--- src/hdl/fat_dir_entry_parser_defines.svh ---
// Assertion helpers used by the parser RTL.
`ifndef FAT_DIR_ENTRY_PARSER_DEFINES_SVH
`define FAT_DIR_ENTRY_PARSER_DEFINES_SVH

// Same-cycle implication, sampled on clk_i, off during reset.
`define FDP_ASSERT_IMP(label, ante, cons, msg) \
  label: assert property (@(posedge clk_i) disable iff (!rst_ni) (ante) |-> (cons)) \
    else $error(msg);

// Next-cycle implication.
`define FDP_ASSERT_NXT(label, ante, cons, msg) \
  label: assert property (@(posedge clk_i) disable iff (!rst_ni) (ante) |=> (cons)) \
    else $error(msg);

`endif

--- src/hdl/fdp_pkg.sv ---
`default_nettype none
package fdp_pkg;

  // Sequencer states
  typedef enum logic [2:0] {
    ST_IDLE,
    ST_LFN,
    ST_TERM,
    ST_SEL,
    ST_NAME,
    ST_OUT
  } state_e;

  localparam logic [7:0] BYTE_END     = 8'h00;
  localparam logic [7:0] BYTE_DELETED = 8'hE5;
  localparam logic [7:0] BYTE_KANJI   = 8'h05;
  localparam logic [7:0] ATTR_LONG    = 8'h0F;
  localparam logic [7:0] ATTR_VOLUME  = 8'h08;
  localparam logic [7:0] CHAR_SPACE   = 8'h20;
  localparam logic [7:0] CHAR_DOT     = 8'h2E;
  localparam logic [7:0] CHAR_QMARK   = 8'h3F;
  localparam logic [4:0] ORDER_MAX    = 5'd20;
  localparam logic [3:0] LFN_CHARS    = 4'd13;
  localparam int unsigned IDX_W       = 9;
  localparam logic [IDX_W-1:0] NAME_CAP = 9'd256;

  // UCS-2 character i of a long-name entry
  function automatic logic [15:0] lfn_char(input logic [255:0] e, input logic [3:0] i);
    logic [15:0] c;
    unique case (i)
      4'd0:    c = e[23:8];
      4'd1:    c = e[39:24];
      4'd2:    c = e[55:40];
      4'd3:    c = e[71:56];
      4'd4:    c = e[87:72];
      4'd5:    c = e[127:112];
      4'd6:    c = e[143:128];
      4'd7:    c = e[159:144];
      4'd8:    c = e[175:160];
      4'd9:    c = e[191:176];
      4'd10:   c = e[207:192];
      4'd11:   c = e[239:224];
      4'd12:   c = e[255:240];
      default: c = 16'h0000;
    endcase
    return c;
  endfunction

endpackage
`default_nettype wire

--- src/hdl/fdp_in_if.sv ---
`default_nettype none
interface fdp_in_if;
  logic        valid;
  logic        ready;
  logic [63:0] bytes_0_7;
  logic [63:0] bytes_8_15;
  logic [63:0] bytes_16_23;
  logic [63:0] bytes_24_31;
  logic        new_directory;

  modport source (output valid, bytes_0_7, bytes_8_15, bytes_16_23, bytes_24_31,
                  new_directory, input ready);
  modport sink (input valid, bytes_0_7, bytes_8_15, bytes_16_23, bytes_24_31,
                new_directory, output ready);
endinterface
`default_nettype wire

--- src/hdl/fdp_out_if.sv ---
`default_nettype none
interface fdp_out_if;
  logic        valid;
  logic        ready;
  logic        kind;
  logic [7:0]  attributes;
  logic [31:0] file_size;
  logic [31:0] start_cluster;
  logic [63:0] name_chunk;
  logic [3:0]  chunk_length;
  logic        last;

  modport source (output valid, kind, attributes, file_size, start_cluster, name_chunk,
                  chunk_length, last, input ready);
  modport sink (input valid, kind, attributes, file_size, start_cluster, name_chunk,
                chunk_length, last, output ready);
endinterface
`default_nettype wire

--- src/hdl/fat_dir_entry_parser.sv ---
// Sequence: an end-of-directory word is offered in the cycle after its entry
//   is accepted; a regular entry passes ST_SEL, then ST_NAME and ST_OUT for
//   each name word; a long-name entry passes ST_LFN per character, then ST_TERM.
// Throughput: one entry at a time; one name byte a cycle, held while in ST_OUT.
// Reset (async, active low) clears the name store valid bits and pending flag
//   at once, so no clearing pass is needed; new_directory does the same.
`default_nettype none
`include "fat_dir_entry_parser_defines.svh"
module fat_dir_entry_parser #(
  parameter int unsigned NAME_LIMIT = 255
) (
  input  wire logic clk_i,
  input  wire logic rst_ni,
  fdp_in_if.sink    in_i,
  fdp_out_if.source out_o
);

  localparam int unsigned DEPTH = NAME_LIMIT + 1;
  localparam int unsigned AW    = $clog2(DEPTH);
  localparam logic [fdp_pkg::IDX_W-1:0] LIM   = fdp_pkg::IDX_W'(NAME_LIMIT);
  localparam logic [fdp_pkg::IDX_W-1:0] DEPTHV = fdp_pkg::IDX_W'(DEPTH);

  fdp_pkg::state_e st_q, st_d;

  logic [255:0] ent_q;
  logic [fdp_pkg::IDX_W-1:0] base_q, pos_q, pos_d;
  logic [3:0]  i_q, i_d, cnt_q, cnt_d;
  logic        pending_q, pending_d, long_q, long_d;
  logic [63:0] chunk_q, chunk_d;
  logic [7:0]  sn_q [12];
  logic [3:0]  snlen_q;
  logic [7:0]  attr_q;
  logic [31:0] size_q, clus_q;
  logic        kind_q, kind_d, olast_q, olast_d;
  logic [63:0] ochunk_q, ochunk_d;
  logic [3:0]  olen_q, olen_d;

  // Name store and its valid bits
  logic [7:0]     mem [DEPTH];
  logic [DEPTH-1:0] valid_q;
  logic [7:0]     rdata_q;
  logic           rvalid_q;
  logic           we, re, vclr, clr_all;
  logic [AW-1:0]  waddr, raddr, vaddr;
  logic [7:0]     wdata;

  logic acc;
  assign acc = in_i.valid && in_i.ready;

  // Short name from the incoming entry
  logic [7:0] b [11];
  logic [7:0] sn_d [12];
  logic [3:0] snlen_d, bl, el, n_raw;
  logic       stop, hasext;
  logic [3:0] j;
  always_comb begin
    for (int k = 0; k < 8; k++) b[k] = in_i.bytes_0_7[8*k +: 8];
    for (int k = 0; k < 3; k++) b[8+k] = in_i.bytes_8_15[8*k +: 8];
    if (b[0] == fdp_pkg::BYTE_KANJI) b[0] = fdp_pkg::BYTE_DELETED;
    bl = 4'd8;
    stop = 1'b0;
    for (int k = 0; k < 8; k++) begin
      if (!stop && b[k] == fdp_pkg::CHAR_SPACE) begin
        bl = 4'(k);
        stop = 1'b1;
      end
    end
    el = 4'd3;
    stop = 1'b0;
    for (int k = 0; k < 3; k++) begin
      if (!stop && b[8+k] == fdp_pkg::CHAR_SPACE) begin
        el = 4'(k);
        stop = 1'b1;
      end
    end
    hasext = (b[8] != fdp_pkg::CHAR_SPACE);
    n_raw = hasext ? (bl + 4'd1 + el) : bl;
    for (int k = 0; k < 12; k++) begin
      j = 4'(k) - bl - 4'd1;
      if (4'(k) < bl) sn_d[k] = b[k < 8 ? k : 0];
      else if (4'(k) == bl) sn_d[k] = fdp_pkg::CHAR_DOT;
      else if (j < 4'd3) sn_d[k] = b[8 + int'(j[1:0])];
      else sn_d[k] = 8'h00;
    end
    snlen_d = n_raw;
    stop = 1'b0;
    for (int k = 0; k < 12; k++) begin
      if (!stop && 4'(k) < n_raw && sn_d[k] == 8'h00) begin
        snlen_d = 4'(k);
        stop = 1'b1;
      end
    end
  end

  // Current long-name character and the store address it lands at
  logic [15:0] ch;
  logic [7:0]  chn;
  logic [fdp_pkg::IDX_W-1:0] laddr;
  logic [7:0]  cur;
  logic        endc;
  logic [4:0]  order;
  always_comb begin
    ch    = fdp_pkg::lfn_char(ent_q, i_q);
    chn   = (ch >= 16'h0020 && ch < 16'h007F) ? ch[7:0] : fdp_pkg::CHAR_QMARK;
    laddr = base_q + fdp_pkg::IDX_W'(i_q);
    order = in_i.bytes_0_7[4:0];
    if (long_q) cur = rvalid_q ? rdata_q : 8'h00;
    else if (pos_q < fdp_pkg::IDX_W'(snlen_q)) cur = sn_q[pos_q[3:0]];
    else cur = 8'h00;
    endc = (pos_q == fdp_pkg::NAME_CAP) ||
           (long_q ? (pos_q >= LIM || cur == 8'h00)
                   : (pos_q >= fdp_pkg::IDX_W'(snlen_q)));
  end

  // Sequencer
  always_comb begin
    st_d = st_q; i_d = i_q; cnt_d = cnt_q; pos_d = pos_q;
    pending_d = pending_q; long_d = long_q; chunk_d = chunk_q;
    kind_d = kind_q; olast_d = olast_q; ochunk_d = ochunk_q; olen_d = olen_q;
    we = 1'b0; re = 1'b0; vclr = 1'b0; clr_all = 1'b0;
    waddr = '0; raddr = '0; vaddr = '0; wdata = chn;
    in_i.ready = (st_q == fdp_pkg::ST_IDLE);
    unique case (st_q)
      fdp_pkg::ST_IDLE: begin
        if (acc) begin
          if (in_i.new_directory) begin
            clr_all = 1'b1;
            pending_d = 1'b0;
          end
          re = 1'b1;
          i_d = '0;
          priority if (in_i.bytes_0_7[7:0] == fdp_pkg::BYTE_END) begin
            kind_d = 1'b1; olast_d = 1'b1; ochunk_d = '0; olen_d = '0;
            st_d = fdp_pkg::ST_OUT;
          end else if (in_i.bytes_0_7[7:0] == fdp_pkg::BYTE_DELETED) begin
            pending_d = 1'b0; vclr = 1'b1;
          end else if (in_i.bytes_8_15[31:24] == fdp_pkg::ATTR_LONG) begin
            if (order != 5'd0 && order <= fdp_pkg::ORDER_MAX) begin
              pending_d = 1'b1;
              st_d = fdp_pkg::ST_LFN;
            end
          end else if ((in_i.bytes_8_15[31:24] & fdp_pkg::ATTR_VOLUME) != 8'h00) begin
            pending_d = 1'b0; vclr = 1'b1;
          end else begin
            kind_d = 1'b0;
            st_d = fdp_pkg::ST_SEL;
          end
        end
      end
      fdp_pkg::ST_LFN: begin
        if (ch == 16'h0000 || ch == 16'hFFFF) begin
          st_d = fdp_pkg::ST_TERM;
        end else begin
          if (laddr < LIM) begin
            we = 1'b1;
            waddr = laddr[AW-1:0];
          end
          i_d = i_q + 4'd1;
          if (i_q == fdp_pkg::LFN_CHARS - 4'd1) st_d = fdp_pkg::ST_TERM;
        end
      end
      fdp_pkg::ST_TERM: begin
        if (ent_q[6] && laddr <= LIM) begin
          vclr = 1'b1;
          vaddr = laddr[AW-1:0];
        end
        st_d = fdp_pkg::ST_IDLE;
      end
      fdp_pkg::ST_SEL: begin
        long_d = pending_q && rvalid_q && (rdata_q != 8'h00);
        pending_d = 1'b0;
        vclr = 1'b1;
        pos_d = '0; cnt_d = '0; chunk_d = '0;
        st_d = fdp_pkg::ST_NAME;
      end
      fdp_pkg::ST_NAME: begin
        if (endc) begin
          ochunk_d = chunk_q; olen_d = cnt_q; olast_d = 1'b1;
          st_d = fdp_pkg::ST_OUT;
        end else if (cnt_q == 4'd8) begin
          ochunk_d = chunk_q; olen_d = cnt_q; olast_d = 1'b0;
          chunk_d = '0; cnt_d = '0;
          st_d = fdp_pkg::ST_OUT;
        end else begin
          chunk_d[8*cnt_q[2:0] +: 8] = cur;
          cnt_d = cnt_q + 4'd1;
          pos_d = pos_q + 9'd1;
          re = 1'b1;
          raddr = (pos_d < DEPTHV) ? pos_d[AW-1:0] : '0;
        end
      end
      fdp_pkg::ST_OUT: begin
        if (out_o.ready) st_d = olast_q ? fdp_pkg::ST_IDLE : fdp_pkg::ST_NAME;
      end
      default: st_d = fdp_pkg::ST_IDLE;
    endcase
  end

  always_ff @(posedge clk_i or negedge rst_ni) begin
    if (!rst_ni) begin
      st_q <= fdp_pkg::ST_IDLE;
      pending_q <= 1'b0;
      valid_q <= '0;
    end else begin
      st_q <= st_d;
      pending_q <= pending_d;
      if (clr_all) valid_q <= '0;
      else if (vclr) valid_q[vaddr] <= 1'b0;
      if (we) valid_q[waddr] <= 1'b1;
    end
  end

  // Payload and datapath registers
  always_ff @(posedge clk_i) begin
    i_q <= i_d; cnt_q <= cnt_d; pos_q <= pos_d; long_q <= long_d; chunk_q <= chunk_d;
    kind_q <= kind_d; olast_q <= olast_d; ochunk_q <= ochunk_d; olen_q <= olen_d;
    if (acc) begin
      ent_q   <= {in_i.bytes_24_31, in_i.bytes_16_23, in_i.bytes_8_15, in_i.bytes_0_7};
      base_q  <= fdp_pkg::IDX_W'((fdp_pkg::IDX_W'(order) - 9'd1) * 9'd13);
      sn_q    <= sn_d;
      snlen_q <= snlen_d;
      attr_q  <= in_i.bytes_8_15[31:24];
      size_q  <= in_i.bytes_24_31[63:32];
      clus_q  <= {in_i.bytes_16_23[47:32], in_i.bytes_24_31[31:16]};
    end
  end

  // Name store port
  always_ff @(posedge clk_i) begin
    if (we) mem[waddr] <= wdata;
    if (re) begin
      rdata_q  <= mem[raddr];
      rvalid_q <= valid_q[raddr] && !clr_all;
    end
  end

  // Output word
  assign out_o.valid         = (st_q == fdp_pkg::ST_OUT);
  assign out_o.kind          = kind_q;
  assign out_o.attributes    = kind_q ? 8'h00 : attr_q;
  assign out_o.file_size     = kind_q ? 32'h0 : size_q;
  assign out_o.start_cluster = kind_q ? 32'h0 : clus_q;
  assign out_o.name_chunk    = ochunk_q;
  assign out_o.chunk_length  = olen_q;
  assign out_o.last          = olast_q;

  `FDP_ASSERT_IMP(a_eod_empty, out_o.valid && out_o.kind,
                  out_o.last && out_o.chunk_length == 4'd0,
                  "end of directory word not empty")
  `FDP_ASSERT_IMP(a_full_mid, out_o.valid && !out_o.last,
                  out_o.chunk_length == 4'd8, "non-final word not full")
  `FDP_ASSERT_IMP(a_lfn_idx, st_q == fdp_pkg::ST_LFN,
                  i_q < fdp_pkg::LFN_CHARS, "long-name index out of range")
  `FDP_ASSERT_NXT(a_done_idle, out_o.valid && out_o.ready && out_o.last,
                  in_i.ready, "not idle after final word")

endmodule
`default_nettype wire

--- src/flat_wrapper.sv ---
// flat-port wrapper written by rule: the top's interface ports become plain ports
module fat_dir_entry_parser_flat 
#(
  parameter int unsigned NAME_LIMIT = 255
)
  (clk_i, rst_ni, in_i_valid, in_i_bytes_0_7, in_i_bytes_8_15, in_i_bytes_16_23, in_i_bytes_24_31, in_i_new_directory, in_i_ready, out_o_valid, out_o_kind, out_o_attributes, out_o_file_size, out_o_start_cluster, out_o_name_chunk, out_o_chunk_length, out_o_last, out_o_ready);
  fdp_in_if in_i_i ();
  fdp_out_if out_o_i ();
  input  wire logic clk_i;
  input  wire logic rst_ni;
  input wire logic [$bits(in_i_i.valid)-1:0] in_i_valid;
  input wire logic [$bits(in_i_i.bytes_0_7)-1:0] in_i_bytes_0_7;
  input wire logic [$bits(in_i_i.bytes_8_15)-1:0] in_i_bytes_8_15;
  input wire logic [$bits(in_i_i.bytes_16_23)-1:0] in_i_bytes_16_23;
  input wire logic [$bits(in_i_i.bytes_24_31)-1:0] in_i_bytes_24_31;
  input wire logic [$bits(in_i_i.new_directory)-1:0] in_i_new_directory;
  output wire logic [$bits(in_i_i.ready)-1:0] in_i_ready;
  output wire logic [$bits(out_o_i.valid)-1:0] out_o_valid;
  output wire logic [$bits(out_o_i.kind)-1:0] out_o_kind;
  output wire logic [$bits(out_o_i.attributes)-1:0] out_o_attributes;
  output wire logic [$bits(out_o_i.file_size)-1:0] out_o_file_size;
  output wire logic [$bits(out_o_i.start_cluster)-1:0] out_o_start_cluster;
  output wire logic [$bits(out_o_i.name_chunk)-1:0] out_o_name_chunk;
  output wire logic [$bits(out_o_i.chunk_length)-1:0] out_o_chunk_length;
  output wire logic [$bits(out_o_i.last)-1:0] out_o_last;
  input wire logic [$bits(out_o_i.ready)-1:0] out_o_ready;
  assign in_i_i.valid = in_i_valid;
  assign in_i_i.bytes_0_7 = in_i_bytes_0_7;
  assign in_i_i.bytes_8_15 = in_i_bytes_8_15;
  assign in_i_i.bytes_16_23 = in_i_bytes_16_23;
  assign in_i_i.bytes_24_31 = in_i_bytes_24_31;
  assign in_i_i.new_directory = in_i_new_directory;
  assign in_i_ready = in_i_i.ready;
  assign out_o_valid = out_o_i.valid;
  assign out_o_kind = out_o_i.kind;
  assign out_o_attributes = out_o_i.attributes;
  assign out_o_file_size = out_o_i.file_size;
  assign out_o_start_cluster = out_o_i.start_cluster;
  assign out_o_name_chunk = out_o_i.name_chunk;
  assign out_o_chunk_length = out_o_i.chunk_length;
  assign out_o_last = out_o_i.last;
  assign out_o_i.ready = out_o_ready;
  fat_dir_entry_parser #(.NAME_LIMIT(NAME_LIMIT)) u_core (.clk_i(clk_i), .rst_ni(rst_ni), .in_i(in_i_i), .out_o(out_o_i));
endmodule
--- config.mk ---
export PLATFORM = sky130hd
export DESIGN_NAME = fat_dir_entry_parser_flat
export DESIGN_NICKNAME = d
export VERILOG_FILES = /design/src/hdl/fdp_pkg.sv /design/src/hdl/fdp_in_if.sv /design/src/hdl/fdp_out_if.sv /design/src/hdl/fat_dir_entry_parser.sv /design/src/flat_wrapper.sv
export VERILOG_INCLUDE_DIRS = /design/src /design/src/hdl
export SDC_FILE = /design/constraint.sdc
export NUM_CORES = 2
export LEC_CHECK = 0
export BUFFER_PORTS_ARGS = -buffer_cell sky130_fd_sc_hd__buf_2
export CORE_ASPECT_RATIO = 0.9
export CORE_UTILIZATION = 25
export CTS_CLUSTER_DIAMETER = 30
export DETAILED_ROUTE_END_ITERATION = 8
export PLACE_DENSITY = 0.42
export REMOVE_ABC_BUFFERS = 1
export SLEW_MARGIN = 5
export SYNTH_ARGS = -nofsm -noshare
export SYNTH_HDL_FRONTEND = slang
export SYNTH_SLANG_ARGS = --single-unit
--- constraint.sdc ---
create_clock -name clk_i -period 17.3 [get_ports clk_i]
set_input_delay 0.865 -clock clk_i [delete_from_list [all_inputs] [get_ports clk_i]]
set_output_delay 0.865 -clock clk_i [all_outputs]
set_load 0.02 [all_outputs]
; Yosys cells after proc, flatten, opt, wreduce, memory -nomap -nowiden
; Memory sizes are Yosys's and may differ from the RTL's. A register that Yosys moved wholly into a read port is not among the register bits.
; Index checks and enable logic that the tools add are counted.
[word_totals]
reg_bits = 850
latch_bits = 0
ramBits = 2048
romBits = 0
in_bits = 261
output_inout_bits = 144
elab_cells = 535
mem_count = 1
[memory_table]
columns = memory, words, word_bits, read_ports, rd_clocked_by_memory_dff, write_ports, line_no
row1 = u_core.mem, 256, 8, 1, 1, 1, fat_dir_entry_parser.sv:39  ; logic [7:0] mem [DEPTH];
[op_classes]
addsub = 44
mul = 1
n_div = 0
magnitude_cmp = 63
eq_ne = 60
shifts = 2
mux = 217
bitwise = 16
n_reduce_logical = 98
[op_table]
columns = op, n
row1 = $mux W256, 3
row2 = $mux W8, 77
row3 = $bmux W8 S4, 13
row4 = $ge A32 B5 Y1 const B, 12
row5 = $mux W64, 6
row6 = $not A32 Y32, 12
row7 = $and A256 B256 Y256, 1
row8 = $not A256 Y256, 1
row9 = $or A256 B256 Y256, 1
row10 = $pmux W64 S2, 2
row11 = $pmux W16 S13, 1
row12 = $logic_not A8 Y1, 14
row13 = $mux W4, 25
row14 = $eq A8 B6 Y1 const B, 11
row15 = $bwmux W64, 1
row16 = $mux W32, 2
row17 = $shift A8 B34 Y64 const A, 1
row18 = $shiftx A8 B34 Y64, 1
row19 = $add A4 B2 Y5 const A, 12
row20 = $mux W1, 56
row21 = $lt A4 B2 Y1 const B, 12
row22 = $sub A4 B1 Y4 const B, 12
row23 = $logic_and A1 B1 Y1, 41
row24 = $mux W3, 12
row25 = 74 further kinds, 172

; Longest topological paths before layout
[logic_depth]
word_depth = 82
depth_mapped = 26
ltp_nobuf = 21

; Worst setup path after synthesis
; No wires, ideal clock.
[synth_path]
path_type = reg2reg
from = register u_core.i_q[1]
to = memory u_core.mem[0][6], data pin
setup_ns = 2.101
arrival_time_ns = 11.934
required_ns = 15.199
path_slack_ns = 3.265
stages_incl_launch_ff = 12
path_buffers = 2
period_less_slack_ns = 14.035
cell_sequence = edfxtp_1 > inv_1 > ha_1 > clkbuf_1 > clkbuf_1 > a222oi_1 > mux2i_1 > a222oi_1 > nand4_1 > nor4_1 > nand4_1 > nor3_1
[synth_between]
elab_chain_len = 5
elab_cells_between_ends = 18
classes_between = order compare: 2 / eq/ne: 12 / mux: 2 / reduce/logical: 2
[synth_rtl]
columns = item, line_no
row1 = from (decl), fat_dir_entry_parser.sv:27  ; logic [3:0] i_q, i_d, cnt_q, cnt_d;
row2 = from (signal assigned), fat_dir_entry_parser.sv:215  ; i_q <= i_d; cnt_q <= cnt_d; pos_q <= pos_d; long_q <= long_d; chunk_q <= chunk_d;
row3 = "$eq A4 B4 Y1, or another cell as far along", fdp_pkg.sv:30  ; unique case (i)
row4 = $pmux W16 S13 *, fdp_pkg.sv:30
row5 = $ge A16 B6 Y1 / $lt A16 B7 Y1 (equally long branches), fat_dir_entry_parser.sv:104  ; chn = (ch >= 16'h0020 && ch < 16'h007F) ? ch[7:0] : fdp_pkg::CHAR_QMARK;
row6 = $logic_and A1 B1 Y1, fat_dir_entry_parser.sv:104
row7 = $mux W8 *, fat_dir_entry_parser.sv:104
row8 = net u_core.chn[6], fat_dir_entry_parser.sv:97  ; logic [7:0] chn;
row9 = to (decl), fat_dir_entry_parser.sv:39
; Mark *: on every way through the listed nets, which the timed path passes. The rest lies on a longest branch.

; Worst setup path in the final report
[layout_path]
from = register u_core.pos_q[1] (netlist bit)
to = register u_core.rdata_q[5], read port of u_core.mem, data pin
[layout_between]
elab_chain_len = 12
elab_cells_between_ends = 22
classes_between = add/sub: 1 / order compare: 4 / eq/ne: 1 / mux: 12 / bitwise: 1 / reduce/logical: 3
[layout_rtl]
columns = item, line_no
row1 = from (decl), fat_dir_entry_parser.sv:26  ; logic [fdp_pkg::IDX_W-1:0] base_q, pos_q, pos_d;
row2 = from (signal assigned), fat_dir_entry_parser.sv:215
row3 = "parallel branches: the longest is 12 deep, another holds $add A9 B1 Y9", n/a
row4 = to (decl), fat_dir_entry_parser.sv:41  ; logic [7:0] rdata_q;
; Parallel ways; which one is timed is not known. The select of a mux whose other input is x is not followed.
; A chain may end at the register's enable or synchronous reset.

==> results.sh <==
export IMPL_cts_num_sinks=2811
export IMPL_synth_cells=8787
export IMPL_fillerInstances=46710
export IMPL_critical_path_slowest_cell="o31ai_2"
export IMPL_period_minus_slack_ns=8.106
export IMPL_grt_max_degree=153
export IMPL_arrival_ns=8.75
export IMPL_final_area_um2=156400
export IMPL_path_clk_slew_ns=0.04
export IMPL_synth_edf_count=2551
export IMPL_dr_first_iter_drc_count=9496
export IMPL_ys_flop_type="edfxtp_1"
export IMPL_grtUsageTotal_pct=19.42
export IMPL_critPathMostFrequentCell="buf_4"
export IMPL_die_x_um=730.6
export IMPL_grt_pass1_wl_um=671500
export IMPL_die_y_um=657.7
export IMPL_timing_rr_start="u_core.pos_q[1]"
export IMPL_post_dp_cell_area_um2=130700
export IMPL_critPathKind="register to register"
export IMPL_initial_utilization_pct=25.14
export IMPL_holdWs_ns=0.06941
export IMPL_r2r_setup_slack_ns=9.19
export IMPL_synthArstFlopShare_pct=9.249
export IMPL_r2r_cells=19
export IMPL_final_hold_violation_count=0
export IMPL_rows=240
export IMPL_worst_ep_required_time_ns=17.94
export IMPL_status="finished clean"
export IMPL_dieArea_um2=480500
export IMPL_slew_violations=0
export IMPL_tightest_slew_ns=1.390
export IMPL_path_cells="buf_4, ha_1, nand2_1, nor3_1, ha_2, inv_2, buf_4, nor2_1, o211ai_1, buf_4, buf_4, buf_4, nor2_1, nor3_1, a311oi_1, o31ai_1, o21ai_0, o31ai_2, a311oi_2"
export IMPL_hold_class="input pin to register"
export IMPL_cts_tree="done"
export IMPL_syn2layout_area_growth_pct=30.92
export IMPL_holdCritStartpoint="in_i_bytes_0_7[15]"
export IMPL_final_nets=10190
export IMPL_detail_route_antenna_nets=0
export IMPL_rsz0062_at_grt="no"
export IMPL_grt_pass1_vias=86330
export IMPL_portBuffers=388
export IMPL_cts_buffers=686
export IMPL_worstHoldPathCells=1
export IMPL_synth_warning_count=0
export IMPL_min_to="u_core.ent_q[15]"
export IMPL_hpwlAfterDp_um=302600
export IMPL_post_cts_resized=0
export IMPL_startpoint_type="register"
export IMPL_firstDrtPassIters=7
export IMPL_ys_seq_area_share_pct=69.59
export IMPL_final_common_cell="edfxtp_1"
export IMPL_synth_distinct_cells=100
export IMPL_r2r_end="u_core.rdata_q[5]"
export IMPL_cts_root_buf="clkbuf_16"
export IMPL_power_leakage_uw=0.05866
export IMPL_ir_drop_uv=120.0
export IMPL_fin_skew_ns=0.06528
export IMPL_dr_total_vias=86810
export IMPL_vias_per_cell=5.173
export IMPL_clockBufferDepth=4
export IMPL_clock_latency_ns=1.07
export IMPL_synth_area_um2=119400
export IMPL_ios=405
export IMPL_worst_path_largest_cell_delay_ns=1.02
export IMPL_maxCapViolCount=0
export IMPL_post_route_util_pct=32.91
export IMPL_slew_headroom_pct=7.002
export IMPL_period_share_pct=46.86
export IMPL_layout_common_cells="edfxtp_1 (2551), nand2_1 (791), clkbuf_16 (694), nor2_1 (623), a21oi_1 (469)"
export IMPL_htree_levels=6
export IMPL_core_area_um2=475100
export IMPL_antenna_found_initial=55
export IMPL_fmax_ghz=0.1234
export IMPL_worstPathMaxFanout=40
export IMPL_grt_ovfl_total=0
export IMPL_p_per_area_nw_per_um2=155.5
export IMPL_gp_congestion=0.8936
export IMPL_drive_gt1_share_pct=20.78
export IMPL_drcViolationCount=0
export IMPL_setup_violations=0
export IMPL_avgSynthCellArea_um2=13.59
export IMPL_ys_ff_latch=2811
export IMPL_wl_per_cell_um=28.93
export IMPL_finalWirelength_um=485400
export IMPL_endpoint_kind="register"
==> Yosys cell counts, types with 68 or more instances <==
library cell  instances  area [µm²]
a211oi_1            113       848.3
a21oi_1             472        2362
a221oi_1            119        1042
a22oi_1              68       510.5
a31o_2              213        1866
a31oi_1             134       838.3
and2_1               86       538.0
buf_1               112       420.4
clkbuf_1            520        1952
dfrtp_1             260        6506
edfxtp_1           2551       76600
inv_1                73       274.0
mux2i_1             390        3904
nand2_1             802        3010
nand3_1             148       740.7
nor2_1              641        2406
nor2b_1             119       744.5
nor3_1              188       940.9
o211ai_1            137        1028
o21ai_0             401        2007
o221ai_1            242        2120
o22ai_1             156       975.9
==> cell families after synthesis <==
| logic type | share of synthesized area [%] |
|---|---|
| buffers and inverters | 2.445 |
| DFF | 69.59 |
| adders and majority gates | 0.5616 |
| other | 0.003140 |
| and+or+nand+nor | 8.423 |
| AOI/OAI and AO/OA | 14.21 |
| xor gates and xnor gates | 0.2713 |
| muxes | 4.494 |
==> metrics by stage <==
| step | TNS [ns] | setup WS (ns) | std cells | total power [µW] |
|---|---|---|---|---|
| floorplan | -2236.48 | -25.64 | 8374 | 10060 |
| global placement | 0 | 9.095 | 15330 | 11210 |
| detailed placement | 0 | 9.043 | 15330 | 11240 |
| CTS | 0 | 9.231 | 16760 | 24450 |
| global route | 0 | 8.940 | 16770 | 25000 |
| finish | 0 | 9.194 | 16780 | 24310 |
==> sequential cells by signal, indices dropped and copies added (netlist names) <==
signal,flops
u_core.rdata_q,8
u_core.mem,2048
u_core.out_o.name_chunk,64
u_core.out_o.last,1
u_core.valid_q,256
u_core.out_o.chunk_length,4
u_core.attr_q,7
u_core.pos_q,9
u_core.size_q,32
u_core.chunk_q,64
u_core.rvalid_q,1
u_core.out_o.kind,1
u_core.cnt_q,4
u_core.clus_q,31
u_core.sn_q,96
u_core.snlen_q,4
u_core.long_q,1
u_core.i_q,4
u_core.st_q,3
u_core.ent_q,163
u_core.pending_q,1
u_core.base_q,9
==> worst max-delay path: cells and delay by family (launching register included) <==
family / cells / cell delay [ns]
fa+ha+maj: 2 / 0.80
buf+inv: 6 / 3.18
simple gates: 5 / 0.84
flops: 1 / 0.31
compound gates: 6 / 2.45
==> worst max-delay path by stage <==
stage,end,startpoint,slack (ns)
3_3_place_gp,u_core.snlen_q[1],in_i_bytes_0_7[17],9.10
2_1_floorplan,u_core.rvalid_q,u_core.pos_q[0],-25.64
5_1_grt,u_core.rdata_q[4],u_core.pos_q[1],8.94
3_5_place_dp,u_core.snlen_q[1],in_i_bytes_0_7[17],9.04
4_1_cts,u_core.rdata_q[4],u_core.pos_q[1],9.23
6_report,u_core.rdata_q[5],u_core.pos_q[1],9.19
==> report_power, final <==
part / internal, µW / switching, µW / total [µW]
combinational: 784 / 2360 / 3140
clock: 8900 / 4220 / 13100
sequential: 7890 / 156 / 8050
==> layout make-up <==
type / count / area, µm² / share of cell area, %
Multi-Input combinational cell: 5486 / 35140 / 22.47
Tap cell: 6292 / 7873 / 5.035
Inverter: 77 / 304.0 / 0.1945
Sequential cell: 2811 / 83110 / 53.15
Clock buffer: 803 / 17910 / 11.45
Timing Repair Buffer: 821 / 5841 / 3.735
Antenna cell: 20 / 50.05 / 0.03201
Clock inverter: 470 / 6135 / 3.923
==> timing repair <==
item / CTS / global route
setup buffers: 0 / 0
hold buffers: 160 / 0
endpoints found under the setup margin: 0 / 0
endpoints found under the hold margin: 230 / 0
==> metal layers <==
layer | vias to the layer above | track usage (%) | routed length (µm)
li1 | 36810 | - | -
met1 | 45180 | 26.91 | 213200
met2 | 3864 | 30.23 | 219500
met3 | 937 | 3.773 | 35750
met4 | 18 | 6.819 | 16930
met5 | - | 0 | 115
Power figures use the tool's default switching activity.
